$ cat config.mk
export PLATFORM = sky130hd
export DESIGN_NAME = address_keyed_table_with_aging_core
export DESIGN_NICKNAME = d
export VERILOG_FILES = /design/src/sv/akt_pkg.sv /design/src/sv/address_keyed_table_with_aging_core.sv /design/src/sv/akt_fifo.sv /design/src/sv/akt_front.sv /design/src/sv/akt_back.sv
export VERILOG_INCLUDE_DIRS = /design/src /design/src/sv
export SDC_FILE = /design/constraint.sdc
export NUM_CORES = 2
export LEC_CHECK = 0
export ABC_AREA = 1
export BUFFER_PORTS_ARGS = -buffer_cell sky130_fd_sc_hd__buf_2
export CORE_ASPECT_RATIO = 1.5
export CORE_UTILIZATION = 40
export DETAILED_ROUTE_END_ITERATION = 10
export PLACE_DENSITY = 0.54
export SLEW_MARGIN = 20
export SYNTH_ARGS = -nofsm -noshare
export SYNTH_HDL_FRONTEND = slang
export SYNTH_SLANG_ARGS = --single-unit
$ cat constraint.sdc
create_clock -name clk -period 31.4 [get_ports clk]
set_input_delay 0 -clock clk [delete_from_list [all_inputs] [get_ports clk]]
set_output_delay 0 -clock clk [all_outputs]
set_load 0.01 [all_outputs]
$ cat src/sv/address_keyed_table_with_aging_core_defines.svh
// Assertion macros used by the back end of the address-keyed table RTL.
// Each macro expects signals named clk and rst in the scope where it is used.
`ifndef ADDRESS_KEYED_TABLE_WITH_AGING_CORE_DEFINES_SVH
`define ADDRESS_KEYED_TABLE_WITH_AGING_CORE_DEFINES_SVH

// Same-cycle implication, checked outside of reset.
`define AKT_ASSERT_IMP(lbl, ante, cons, msg) \
  lbl: assert property (@(posedge clk) disable iff (rst) (ante) |-> (cons)) \
    else $error(msg);

// Next-cycle implication, checked outside of reset.
`define AKT_ASSERT_NXT(lbl, ante, cons, msg) \
  lbl: assert property (@(posedge clk) disable iff (rst) (ante) |=> (cons)) \
    else $error(msg);

`endif

$ cat src/sv/akt_pkg.sv
// Shared types and constants for the address-keyed table with aging.
// No dependencies; the top, front and back end files use it by scoped names.
`default_nettype none

package akt_pkg;

  localparam int TABLE_ENTRIES_DEF = 8;
  localparam int STATUS_BITS_DEF   = 64;
  localparam int CMD_FIFO_DEPTH    = 2;
  localparam int RES_FIFO_DEPTH    = 2;

  localparam logic [31:0] TIMEOUT_RESET = 32'd480000;

  // Input opcodes.
  localparam logic [1:0] OP_STORE = 2'd0;
  localparam logic [1:0] OP_SWEEP = 2'd1;
  localparam logic [1:0] OP_QUERY = 2'd2;

  typedef enum logic [1:0] {
    KIND_STORE,
    KIND_SWEEP,
    KIND_QUERY,
    KIND_NONE
  } cmd_kind_t;

  typedef struct packed {
    logic [1:0]         opcode;
    logic [31:0]        now_ms;
    logic [47:0]        dev_addr;
    logic [7:0]         dev_addr_type;
    logic signed [7:0]  signal_level;
    logic [63:0]        status_word;
    logic [2:0]         entry_index;
  } in_item_t;

  typedef struct packed {
    logic               ok;
    logic [2:0]         slot_used;
    logic [3:0]         active_count;
    logic [47:0]        read_addr;
    logic [7:0]         read_addr_type;
    logic signed [7:0]  read_level;
    logic [63:0]        read_status;
  } out_item_t;

  typedef struct packed {
    cmd_kind_t          kind;
    logic [31:0]        now_ms;
    logic [47:0]        dev_addr;
    logic [7:0]         dev_addr_type;
    logic signed [7:0]  signal_level;
    logic [63:0]        status_word;
    logic [2:0]         entry_index;
  } cmd_t;

endpackage

`default_nettype wire

$ cat src/sv/address_keyed_table_with_aging_core.sv
// Top level of the address-keyed device table with aging.
// Depends on akt_pkg, akt_fifo, akt_front and akt_back.
//
// Usage. Items enter through a queue-style port: an item is taken on a
// rising edge with push high and full low. Opcode 0 stores an entry keyed by
// its 48-bit address, opcode 1 runs an aging sweep, opcode 2 reads one slot.
// Exactly one result comes back per item, in order, on a queue-style port:
// the oldest result sits on out_item while empty is low and leaves on a
// rising edge with pop high. The timeout register is written through
// cfg_we/cfg_wdata, and it should only change while the block is idle.
// Operation. A store or sweep walks every slot through the single read port
// of the slot memory. When idle, the back end takes a command in the cycle
// after it enters the command queue, and the result is on out_item right
// after the back end finishes, if the result queue was empty. Items are
// worked one at a time.
// A two-entry command queue lets new items be accepted while the back end is
// busy, and a two-entry result queue lets work finish while the receiver
// stalls; when that queue is full the back end holds its result and stops.
// Reset clears all active bits, the active count, both queues and loads the
// default timeout of 480000 ms. Slot contents are not cleared and need no
// clearing pass, since a slot's contents are only used while it is active.
`default_nettype none

module address_keyed_table_with_aging_core #(
  parameter int TABLE_ENTRIES = akt_pkg::TABLE_ENTRIES_DEF,
  parameter int STATUS_BITS   = akt_pkg::STATUS_BITS_DEF
) (
  input  wire logic           clk,
  input  wire logic           rst,
  input  wire logic           push,
  input  wire akt_pkg::in_item_t in_item,
  output logic                full,
  output logic                empty,
  input  wire logic           pop,
  output akt_pkg::out_item_t  out_item,
  input  wire logic           cfg_we,
  input  wire logic [31:0]    cfg_wdata
);

  localparam int CMD_W = $bits(akt_pkg::cmd_t);
  localparam int RES_W = $bits(akt_pkg::out_item_t);

  // Front end to command queue.
  akt_pkg::cmd_t      front_cmd;
  logic               front_push;
  logic               cmd_full;

  // Command queue to back end.
  akt_pkg::cmd_t      back_cmd;
  logic [CMD_W-1:0]   back_cmd_bits;
  logic               cmd_empty;
  logic               cmd_pop;

  // Back end to result queue.
  akt_pkg::out_item_t back_res;
  logic               res_push;
  logic               res_full;
  logic [RES_W-1:0]   res_bits;

  assign back_cmd = back_cmd_bits;
  assign out_item = res_bits;

  // Decode incoming items into commands.
  akt_front #(
    .STATUS_BITS (STATUS_BITS)
  ) u_front (
    .push     (push),
    .in_item  (in_item),
    .full     (full),
    .cmd_push (front_push),
    .cmd      (front_cmd),
    .cmd_full (cmd_full)
  );

  // Short queue that decouples acceptance from execution.
  akt_fifo #(
    .WIDTH (CMD_W),
    .DEPTH (akt_pkg::CMD_FIFO_DEPTH)
  ) u_cmd_fifo (
    .clk   (clk),
    .rst   (rst),
    .push  (front_push),
    .din   (front_cmd),
    .full  (cmd_full),
    .pop   (cmd_pop),
    .dout  (back_cmd_bits),
    .empty (cmd_empty)
  );

  // Table, timeout register and the slot-scanning sequencer.
  akt_back #(
    .TABLE_ENTRIES (TABLE_ENTRIES),
    .STATUS_BITS   (STATUS_BITS)
  ) u_back (
    .clk       (clk),
    .rst       (rst),
    .cfg_we    (cfg_we),
    .cfg_wdata (cfg_wdata),
    .cmd       (back_cmd),
    .cmd_empty (cmd_empty),
    .cmd_pop   (cmd_pop),
    .res       (back_res),
    .res_push  (res_push),
    .res_full  (res_full)
  );

  // Result queue; its head drives the output port directly.
  akt_fifo #(
    .WIDTH (RES_W),
    .DEPTH (akt_pkg::RES_FIFO_DEPTH)
  ) u_res_fifo (
    .clk   (clk),
    .rst   (rst),
    .push  (res_push),
    .din   (back_res),
    .full  (res_full),
    .pop   (pop),
    .dout  (res_bits),
    .empty (empty)
  );

endmodule

`default_nettype wire

$ cat src/sv/akt_fifo.sv
// Small synchronous queue with push/full and pop/empty sides.
// Used between the front and back ends and for the result channel.
`default_nettype none

module akt_fifo #(
  parameter int WIDTH = 1,
  parameter int DEPTH = 2
) (
  input  wire logic             clk,
  input  wire logic             rst,
  input  wire logic             push,
  input  wire logic [WIDTH-1:0] din,
  output logic                  full,
  input  wire logic             pop,
  output logic [WIDTH-1:0]      dout,
  output logic                  empty
);

  localparam int AW = (DEPTH > 1) ? $clog2(DEPTH) : 1;
  localparam int CW = $clog2(DEPTH + 1);

  logic [WIDTH-1:0] mem [DEPTH];
  logic [AW-1:0]    wr_ptr;
  logic [AW-1:0]    rd_ptr;
  logic [CW-1:0]    count;
  logic [CW-1:0]    count_next;
  logic             do_push;
  logic             do_pop;

  assign full    = (count == CW'(DEPTH));
  assign empty   = (count == '0);
  assign do_push = push && !full;
  assign do_pop  = pop && !empty;
  assign dout    = mem[rd_ptr];

  always_comb begin
    count_next = count;
    if (do_push && !do_pop) begin
      count_next = count + CW'(1);
    end else if (do_pop && !do_push) begin
      count_next = count - CW'(1);
    end
  end

  always_ff @(posedge clk) begin
    if (rst) begin
      wr_ptr <= '0;
      rd_ptr <= '0;
      count  <= '0;
    end else begin
      if (do_push) begin
        wr_ptr <= (wr_ptr == AW'(DEPTH - 1)) ? '0 : wr_ptr + AW'(1);
      end
      if (do_pop) begin
        rd_ptr <= (rd_ptr == AW'(DEPTH - 1)) ? '0 : rd_ptr + AW'(1);
      end
      count <= count_next;
    end
  end

  always_ff @(posedge clk) begin
    if (do_push) begin
      mem[wr_ptr] <= din;
    end
  end

endmodule

`default_nettype wire

$ cat src/sv/akt_front.sv
// Front end: decodes an input item into an internal command for the back end.
// Depends on akt_pkg for the item and command types.
`default_nettype none

module akt_front #(
  parameter int STATUS_BITS = akt_pkg::STATUS_BITS_DEF
) (
  input  wire logic             push,
  input  wire akt_pkg::in_item_t in_item,
  output logic                  full,
  output logic                  cmd_push,
  output akt_pkg::cmd_t         cmd,
  input  wire logic             cmd_full
);

  localparam logic [63:0] STATUS_MASK = {64{1'b1}} >> (64 - STATUS_BITS);

  assign full     = cmd_full;
  assign cmd_push = push;

  always_comb begin
    cmd.now_ms        = in_item.now_ms;
    cmd.dev_addr      = in_item.dev_addr;
    cmd.dev_addr_type = in_item.dev_addr_type;
    cmd.signal_level  = in_item.signal_level;
    // Only the low STATUS_BITS bits of the payload are kept in the table.
    cmd.status_word   = in_item.status_word & STATUS_MASK;
    cmd.entry_index   = in_item.entry_index;
    unique case (in_item.opcode)
      akt_pkg::OP_STORE: cmd.kind = akt_pkg::KIND_STORE;
      akt_pkg::OP_SWEEP: cmd.kind = akt_pkg::KIND_SWEEP;
      akt_pkg::OP_QUERY: cmd.kind = akt_pkg::KIND_QUERY;
      default:           cmd.kind = akt_pkg::KIND_NONE;
    endcase
  end

endmodule

`default_nettype wire

$ cat src/sv/akt_back.sv
// Back end: holds the entry table and timeout register and executes commands.
// Depends on akt_pkg and the assertion macros in the defines header.
`default_nettype none

`include "address_keyed_table_with_aging_core_defines.svh"

module akt_back #(
  parameter int TABLE_ENTRIES = akt_pkg::TABLE_ENTRIES_DEF,
  parameter int STATUS_BITS   = akt_pkg::STATUS_BITS_DEF
) (
  input  wire logic         clk,
  input  wire logic         rst,
  input  wire logic         cfg_we,
  input  wire logic [31:0]  cfg_wdata,
  input  wire akt_pkg::cmd_t cmd,
  input  wire logic         cmd_empty,
  output logic              cmd_pop,
  output akt_pkg::out_item_t res,
  output logic              res_push,
  input  wire logic         res_full
);

  localparam int IW = (TABLE_ENTRIES > 1) ? $clog2(TABLE_ENTRIES) : 1;
  localparam int CW = $clog2(TABLE_ENTRIES + 1);

  typedef enum logic [2:0] {
    S_IDLE   = 3'b001,
    S_SCAN   = 3'b010,
    S_FINISH = 3'b100
  } state_t;

  // Control state.
  state_t                   state;
  logic [31:0]              timeout;
  logic [TABLE_ENTRIES-1:0] active;
  logic [CW-1:0]            count;
  logic                     cmp_vld;

  // Per-command working registers.
  akt_pkg::cmd_t            cur;
  logic                     q_hit;
  logic [CW-1:0]            cnt;
  logic [IW-1:0]            cmp_idx;
  logic                     match_found;
  logic [IW-1:0]            match_idx;
  logic                     free_found;
  logic [IW-1:0]            free_idx;

  // Table storage, one read and one write port per array.
  logic [47:0]              key_mem    [TABLE_ENTRIES];
  logic [31:0]              seen_mem   [TABLE_ENTRIES];
  logic [7:0]               type_mem   [TABLE_ENTRIES];
  logic signed [7:0]        level_mem  [TABLE_ENTRIES];
  logic [STATUS_BITS-1:0]   status_mem [TABLE_ENTRIES];
  logic [47:0]              key_rd;
  logic [31:0]              seen_rd;
  logic [7:0]               type_rd;
  logic signed [7:0]        level_rd;
  logic [STATUS_BITS-1:0]   status_rd;

  logic                     rd_en;
  logic [IW-1:0]            rd_addr;
  logic                     q_in_range;
  logic                     q_hit_next;
  logic                     scan_issue;
  logic [31:0]              age;
  logic                     expire;
  logic                     key_hit;
  logic                     free_hit;
  logic [IW-1:0]            slot_sel;
  logic                     store_new;
  logic                     do_store;

  assign cmd_pop    = (state == S_IDLE) && !cmd_empty;
  assign q_in_range = (32'(cmd.entry_index) < 32'(TABLE_ENTRIES));
  assign q_hit_next = (cmd.kind == akt_pkg::KIND_QUERY) && q_in_range &&
                      active[IW'(cmd.entry_index)];
  assign scan_issue = (state == S_SCAN) && (cnt < CW'(TABLE_ENTRIES));
  assign rd_en      = scan_issue || (cmd_pop && q_hit_next);
  assign rd_addr    = (state == S_SCAN) ? cnt[IW-1:0] : IW'(cmd.entry_index);

  // Compare stage works on the entry read in the previous cycle.
  assign age      = cur.now_ms - seen_rd;
  assign expire   = cmp_vld && (cur.kind == akt_pkg::KIND_SWEEP) && active[cmp_idx] &&
                    (timeout != '0) && (age > timeout);
  assign key_hit  = cmp_vld && (cur.kind == akt_pkg::KIND_STORE) && active[cmp_idx] &&
                    (key_rd == cur.dev_addr);
  assign free_hit = cmp_vld && (cur.kind == akt_pkg::KIND_STORE) && !active[cmp_idx];

  // Matching slot first, then the lowest free slot, then slot 0.
  assign slot_sel  = match_found ? match_idx : (free_found ? free_idx : '0);
  assign store_new = (cur.kind == akt_pkg::KIND_STORE) && !active[slot_sel];
  assign res_push  = (state == S_FINISH) && !res_full;
  assign do_store  = res_push && (cur.kind == akt_pkg::KIND_STORE);

  always_comb begin
    res.active_count   = 4'(count + CW'(store_new));
    res.read_addr      = q_hit ? key_rd : '0;
    res.read_addr_type = q_hit ? type_rd : '0;
    res.read_level     = q_hit ? level_rd : '0;
    res.read_status    = q_hit ? 64'(status_rd) : '0;
    unique case (cur.kind)
      akt_pkg::KIND_STORE: begin
        res.ok        = 1'b1;
        res.slot_used = 3'(slot_sel);
      end
      akt_pkg::KIND_SWEEP: begin
        res.ok        = 1'b1;
        res.slot_used = '0;
      end
      akt_pkg::KIND_QUERY: begin
        res.ok        = q_hit;
        res.slot_used = cur.entry_index;
      end
      default: begin
        res.ok        = 1'b0;
        res.slot_used = '0;
      end
    endcase
  end

  always_ff @(posedge clk) begin
    if (rst) begin
      state   <= S_IDLE;
      timeout <= akt_pkg::TIMEOUT_RESET;
      active  <= '0;
      count   <= '0;
      cmp_vld <= 1'b0;
    end else begin
      if (cfg_we) begin
        timeout <= cfg_wdata;
      end
      unique case (state)
        S_IDLE: begin
          cmp_vld <= 1'b0;
          if (!cmd_empty) begin
            if ((cmd.kind == akt_pkg::KIND_STORE) || (cmd.kind == akt_pkg::KIND_SWEEP)) begin
              state <= S_SCAN;
            end else begin
              state <= S_FINISH;
            end
          end
        end
        S_SCAN: begin
          cmp_vld <= scan_issue;
          if (expire) begin
            active[cmp_idx] <= 1'b0;
            count           <= count - CW'(1);
          end
          if (cnt == CW'(TABLE_ENTRIES)) begin
            state <= S_FINISH;
          end
        end
        S_FINISH: begin
          if (!res_full) begin
            state <= S_IDLE;
            if (cur.kind == akt_pkg::KIND_STORE) begin
              active[slot_sel] <= 1'b1;
              count            <= count + CW'(store_new);
            end
          end
        end
        default: begin
          state <= S_IDLE;
        end
      endcase
    end
  end

  always_ff @(posedge clk) begin
    if (cmd_pop) begin
      cur         <= cmd;
      q_hit       <= q_hit_next;
      cnt         <= '0;
      match_found <= 1'b0;
      free_found  <= 1'b0;
    end
    if (state == S_SCAN) begin
      cnt     <= cnt + CW'(1);
      cmp_idx <= cnt[IW-1:0];
      if (key_hit && !match_found) begin
        match_found <= 1'b1;
        match_idx   <= cmp_idx;
      end
      if (free_hit && !free_found) begin
        free_found <= 1'b1;
        free_idx   <= cmp_idx;
      end
    end
  end

  always_ff @(posedge clk) begin
    if (rd_en) begin
      key_rd    <= key_mem[rd_addr];
      seen_rd   <= seen_mem[rd_addr];
      type_rd   <= type_mem[rd_addr];
      level_rd  <= level_mem[rd_addr];
      status_rd <= status_mem[rd_addr];
    end
  end

  always_ff @(posedge clk) begin
    if (do_store) begin
      key_mem[slot_sel]    <= cur.dev_addr;
      seen_mem[slot_sel]   <= cur.now_ms;
      type_mem[slot_sel]   <= cur.dev_addr_type;
      level_mem[slot_sel]  <= cur.signal_level;
      status_mem[slot_sel] <= cur.status_word[STATUS_BITS-1:0];
    end
  end

  `AKT_ASSERT_IMP(a_count_tracks_active, 1'b1, $countones(active) == int'(count), "active count out of step with active bits")
  `AKT_ASSERT_NXT(a_store_sets_active, do_store, active[$past(slot_sel)], "stored slot not marked active")
  `AKT_ASSERT_IMP(a_scan_bounded, state == S_SCAN, cnt <= CW'(TABLE_ENTRIES), "scan ran past the table")
  `AKT_ASSERT_IMP(a_miss_reads_zero, res_push && !q_hit, res.read_addr == '0 && res.read_status == '0, "read fields not zero without a query hit")

endmodule

`default_nettype wire

### Yosys cells after proc, flatten, opt, wreduce, memory -nomap -nowiden

Memory sizes are Yosys's and may differ from the RTL's. A register that Yosys moved wholly into a read port is not among the register bits.
Index checks and enable logic that the tools add are counted.

| word-level totals | value |
|---|---|
| register bits | 237 |
| RAM bits | 1882 |
| input bits | 202 |
| logic and storage cells | 187 |
| memories kept | 7 |

Memories:

| memory | words | bits a word | read ports | clocked after Yosys merged registers in | wr ports | RTL line | source |
|---|---|---|---|---|---|---|---|
| u_back.status_mem | 8 | 64 | 1 | 1 | 1 | akt_back.sv:54 | `logic [STATUS_BITS-1:0] status_mem [TABLE_ENTRIES];` |
| u_back.key_mem | 8 | 48 | 1 | 1 | 1 | akt_back.sv:50 | `logic [47:0] key_mem [TABLE_ENTRIES];` |
| u_cmd_fifo.mem | 2 | 165 | 1 | 1 | 1 | akt_fifo.sv:22 | `logic [WIDTH-1:0] mem [DEPTH];` |
| u_res_fifo.mem | 2 | 136 | 1 | 1 | 1 | akt_fifo.sv:22 |  |
| u_back.seen_mem | 8 | 32 | 1 | 1 | 1 | akt_back.sv:51 | `logic [31:0] seen_mem [TABLE_ENTRIES];` |
| u_back.level_mem | 8 | 8 | 1 | 1 | 1 | akt_back.sv:53 | `logic signed [7:0] level_mem [TABLE_ENTRIES];` |
| +1 memories | n/a | n/a | n/a | n/a | n/a | n/a |  |

| operators by class | value |
|---|---|
| $add $sub $neg | 12 |
| $lt $le $gt $ge | 7 |
| equality and inequality tests | 18 |
| muxes and demuxes | 59 |
| bitwise gates (word level) | 3 |
| reduce and logical (&&, ||, !) cells | 56 |

Operator list:

| operator | count |
|---|---|
| 64-bit two-way mux | 1 |
| 48-bit equality test | 1 |
| 48-bit two-way mux | 1 |
| 8-bit two-way mux | 5 |
| 32-bit > comparator | 1 |
| 32-bit nonzero test | 1 |
| 32-bit subtractor | 1 |
| 1-bit logical AND | 27 |
| 1-bit two-way mux | 25 |
| 3-bit two-way mux | 7 |
| 4-bit two-way mux | 5 |
| 8-bit one-hot mux with 2 select lines | 1 |
| 1-bit logical NOT | 12 |
| 3-bit by 4-bit less-than comparator with 1-bit output, second input constant | 3 |
| 4-bit one-hot mux with 3 select lines | 1 |
| 2-bit equality test, second input constant | 5 |
| 2-bit logical NOT | 5 |
| 2-bit nonzero test | 5 |
| 1-bit binary-select mux with 3-bit select | 3 |
| 3-bit one-hot mux with 3 select lines | 1 |
| 8-bit AND | 1 |
| 2-bit two-way mux | 4 |
| 8-bit inverter | 1 |
| 8-bit bitwise OR | 1 |
| 23 further kinds | 37 |

### Logic depth before layout (Yosys ltp)

| depth | value |
|---|---|
| depth after elaboration | 10 |
| gate-level depth with buffers | 28 |

### Hierarchy

Synthesis repeated with hierarchy kept, for this count alone.

| unflattened totals | value |
|---|---|
| cell total of the unflattened synthesis | 6398 |
| area, all modules | 90365.4 um^2 |

By module, submodules not included:

| module | instances | cells an instance | area an instance (um^2) | seq. area each (um^2) |
|---|---|---|---|---|
| akt_back | 1 | 5221 | 66707.7 | 49617.6 |
| akt_fifo (u_cmd_fifo) | 1 | 550 | 12206.7 | 10009.6 |
| akt_fifo (u_res_fifo) | 1 | 460 | 10204.8 | 8267.9 |
| akt_front | 1 | 167 | 1246.2 | 0.0 |

### Worst setup path before layout

No wires, ideal clock.

| timing | value |
|---|---|
| kind | register to register |
| start | register u_back.state[2] |
| end | memory u_back.key_mem[0][0], enable pin |
| arrival | 16.220 ns |
| path slack | 14.109 ns |
| cell stages (with the launch flop) | 8 |
| clock period less this slack | 17.291 ns |
| cell sequence | dfxtp_1 -> inv_1 -> nor3_1 -> inv_2 -> a21oi_2 -> nand2_1 -> clkbuf_1 -> nor4_1 |

| on the way | value |
|---|---|
| longest elaborated chain between the ends | 5 |

Ends and longest elaborated chain:

| what | RTL line | source |
|---|---|---|
| start, declared | akt_back.sv:33 | `state_t state;` |
| start signal, assigned | akt_back.sv:124 | `state <= S_IDLE;` |
| start signal, assigned | akt_back.sv:138 | `state <= S_SCAN;` |
| start signal, assigned | akt_back.sv:140 | `state <= S_FINISH;` |
| 3-bit equality test | akt_back.sv:93 | `assign res_push = (state == S_FINISH) && !res_full;` |
| 1-bit logical AND | akt_back.sv:93 |  |
| 1-bit logical AND | akt_back.sv:94 | `assign do_store = res_push && (cur.kind == akt_pkg::KIND_STORE);` |
| 1-bit two-way mux | akt_back.sv:203 | `if (do_store) begin` |
| 1-bit two-way mux (implied by the code) | akt_back.sv:204 | `key_mem[slot_sel] <= cur.dev_addr;` |
| end, declared | akt_back.sv:50 |  |

Every way passes these cells.

### Final worst setup path

| timing | value |
|---|---|
| start | register u_back.state[2] |
| end | register u_back.status_rd[59], read port of u_back.status_mem, data pin |

| on the way | value |
|---|---|
| longest elaborated chain between the ends | 4 |
| elaborated cells on any way between the ends | 7 |
| those cells by class | eq/ne: 2; mux: 1; reduce/logical: 4 |

Ends and longest elaborated chain:

| what | RTL line | source |
|---|---|---|
| 3-bit by 1-bit equality test with 1-bit output | akt_back.sv:74 | `assign cmd_pop = (state == S_IDLE) && !cmd_empty;` |
| 1-bit logical AND | akt_back.sv:74 |  |
| 1-bit logical AND | akt_back.sv:79 | `assign rd_en = scan_issue \|\| (cmd_pop && q_hit_next);` |
| 1-bit logical OR | akt_back.sv:79 |  |
| end, declared | akt_back.sv:59 | `logic [STATUS_BITS-1:0] status_rd;` |

Parallel ways exist; a longest one is shown, timed or not.
A chain may end at the register's enable or synchronous reset.

==> impl_metrics.yaml <==
critical_path:
  crit_path_max_fanout: 216
  critPathKind: "flip-flop to flip-flop"
  r2r_slack_ps: 26630
  path_common_cell: "buf_4"
  worstRegToRegCells: 14
  cp.arrival_ps: 5320
  max_stage_delay_ps: 880
  worst-path-buf-inv: 5
  reg2reg_to: "u_back.status_rd[59]"
  crit_family: "buffers and inverters"
  r2r-start: "u_back.state[2]"
  crit_start: "u_back.state[2]"
  crit_chain: "nor2_2 > nand2_4 > inv_4 > nand2_1 > o21ai_4 > buf_12 > buf_4 > buf_4 > buf_4 > nor2_1 > o21ai_0 > o21ai_1 > nand2_1 > o21ai_1"
  crit_end: "u_back.status_rd[59]"
  critPathLaunchType: "flip-flop"
  end_kind: "flip-flop"
  critPathRequiredTime_ps: 31950
  slowest_stage: "buf_4"
  cp_num_cells: 14
place:
  dp.cells: 9548
  dp_hpwl_um: 121000
  postPlaceCellArea_um2: 94000
  portBuffers: 339
  dpl_worst_slack_ps: 26320
  gp_congestion: 0.834
layout:
  fin_area_um2: 105000
  final_core_util: 0.474
  syn2layout_area_growth_pct: 17.6
  stdcell_count: 10400
  fillers: 19500
  seq_area_um2: 67900
  drive_gt1_frac: 0.136
  multi_input_area_um2: 18300
  nets: 7589
synth:
  synth_top_cell_by_area: "edfxtp_1"
  synthFlopType: "edfxtp_1"
  synth_edf_count: 2221
  syn-num-nets: 6842
  ys_seq_area_frac: 0.759
  synth_cell_types: 48
  ys_warn_count: 0
  yosysTopAreaCellShare: 0.745
  async_flop_share: 0
  synth_area_per_cell_um2: 13.6
  synthCells: 6569
  synth_area_um2: 89500
  synth_area_leaders: "edfxtp_1, nor2_1, mux2_2"
  ys_ff_latch: 2281
run:
  cap_violations: 0
power_and_ir_drop:
  power-per-cell-area_nw_per_um2: 85.9
  p_leak_nw: 37.2
  fin_total_pwr_mw: 9.04
  ir_drop_mv: 0.0663
clocking:
  postCtsResizedCells: 0
  path_clk_slew_ps: 70
  clock_path_buffers: 4
  htreeDepth: 4
  insertion_delay_ps: 860
  cts_tree: "done"
  cts.sinks: 2281
  cts_buffers: 220
  ctsRootBufferMaster: "clkbuf_16"
  post_cts_buffers: 0
  ctsHoldBuffers: 434
global_route:
  grt_pass1_wl_um: 332000
  antenna_found_initial: 10
  grtUsageTotal: 0.193
  grt_overflow: 0
  grt_max_degree: 254
  grt_pass1_vias: 52700
floorplanning:
  core_area_um2: 222000
  ioPinCount: 340
  floorplan.die_area_um2: 226000
  initial_core_util: 0.403
  fp.dieH_um: 581
  die_w_um: 388
  fp-row-count: 212
run_status:
  status: "complete, no violations"
detailed_routing:
  first_pass_iters: 6
  wl_um: 220000
  vias: 52600
  detail_route.wl_per_cell_um: 21.2
  drt-initial-drc-count: 4294
  drc_errors: 0
  antenna_left: 0
  vias_per_cell: 5.07
timing:
  whs_ps: 80.9
  drv_slew: 0
  setup_viol_count_final: 0
  tns_ps: 0
  fin_ws_ps: 26630
  fmax_mhz: 210
  fin_crit_sh: 0.152
  hold_violations: 0
  rsz0062_at_grt: "no"
  min_period_ps: 4770
  relSlewSlack: 0.0799
  clock_skew_ps: 51.6
  worst_slew_pin_slew_ps: 1380
worst_hold_path:
  hold_class: "input port to flip-flop"
==> worst reg2reg max path: cells and delay by family (launching register included) <==
kind	cells	cell delay [ps]
flops	1	320
buf+inv	5	3170
compound gates	4	380
simple gates	5	610
==> how the worst min path moves through the flow <==
stage / startpoint / endpoint / slack (ps) / cells after the start
3_5_place_dp: in_item[75] / u_cmd_fifo.mem[1][75] / 190 / 1
6_report: rst / u_back.cmp_vld / 80 / 3
2_1_floorplan: in_item[0] / u_cmd_fifo.mem[0][0] / 100 / 0
3_3_place_gp: in_item[39] / u_cmd_fifo.mem[0][39] / 190 / 1
4_1_cts: cfg_we / u_back.timeout[17] / 3 / 3
5_1_grt: in_item[148] / u_cmd_fifo.mem[1][148] / 40 / 2
==> placed cells by master, fill, tap and decap left out, drive strengths merged, types with 5 or more instances in the layout <==
| cell type | synthesis | layout |
|---|---|---|
| o21ai | 1220 | 1220 |
| nor3 | 14 | 14 |
| dlygate4sd3 | 0 | 434 |
| o22ai | 14 | 14 |
| a31oi | 5 | 5 |
| nand3 | 38 | 38 |
| clkinv | 1 | 92 |
| a21oi | 106 | 106 |
| xor2 | 32 | 32 |
| clkbuf | 95 | 268 |
| a21o | 5 | 5 |
| o21a | 5 | 5 |
| inv | 493 | 498 |
| nand4 | 19 | 19 |
| xnor2 | 14 | 14 |
| ha | 70 | 70 |
| nor2 | 1096 | 1096 |
| o21bai | 5 | 5 |
| mux2 | 297 | 297 |
| nor4 | 7 | 7 |
| clkinvlp | 0 | 6 |
| nand2 | 508 | 508 |
| bufinv | 0 | 20 |
| buf | 220 | 406 |
| edfxtp | 2221 | 2221 |
| dfxtp | 60 | 60 |
==> power breakdown <==
part | switching (mW) | internal (mW)
registers | 0.298 | 3.95
clock network | 1.11 | 1.46
logic | 1.51 | 0.714
total | 2.92 | 6.13
==> flip-flops by register name, indices dropped and copies added, names as in the netlist, 32 cells and up, named ones only <==
| signal | cells |
|---|---|
| u_back.cur | 165 |
| u_back.key_mem | 384 |
| u_back.key_rd | 48 |
| u_back.level_mem | 64 |
| u_back.seen_mem | 256 |
| u_back.seen_rd | 32 |
| u_back.status_mem | 512 |
| u_back.status_rd | 64 |
| u_back.timeout | 32 |
| u_back.type_mem | 64 |
| u_cmd_fifo.mem | 330 |
| u_res_fifo.mem | 272 |
==> layer usage <==
metal | global-route usage | wire [um]
met1 | 0.273 | 100000
met2 | 0.315 | 104000
met3 | 0.0255 | 10900
met4 | 0.0445 | 4430
met5 | 0 | 80
==> synth_stat cells (all sizes together), types with 19 or more instances <==
library cell  count
o21ai          1220
buf             220
a21oi           106
mux2            297
nand4            19
ha               70
nor2           1096
xor2             32
clkbuf           95
inv             493
dfxtp            60
nand2           508
edfxtp         2221
nand3            38
==> cell families (layout without fill, tap and decap cells) <==
kind of cell,count (synthesis),count (layout),synth area share
other,0,2,0
muxes,297,297,0.0374
DFF,2281,2281,0.759
xor gates and xnor gates,46,46,0.00450
and+or+nand+nor,1685,1685,0.0724
AOI/OAI and AO/OA,1380,1380,0.0789
buffers and inverters,809,1724,0.0381
adders and majority gates,71,71,0.0100
==> final cells by class <==
class / count / share of cell area
Tap cell: 2889 / 0.0343
Sequential cell: 2281 / 0.645
Clock buffer: 268 / 0.0546
Timing Repair Buffer: 840 / 0.0638
Antenna cell: 2 / 0.0000475
Clock inverter: 122 / 0.0104
Inverter: 494 / 0.0178
Multi-Input combinational cell: 3479 / 0.174
No activity file was read; power rests on OpenSTA's default activity.
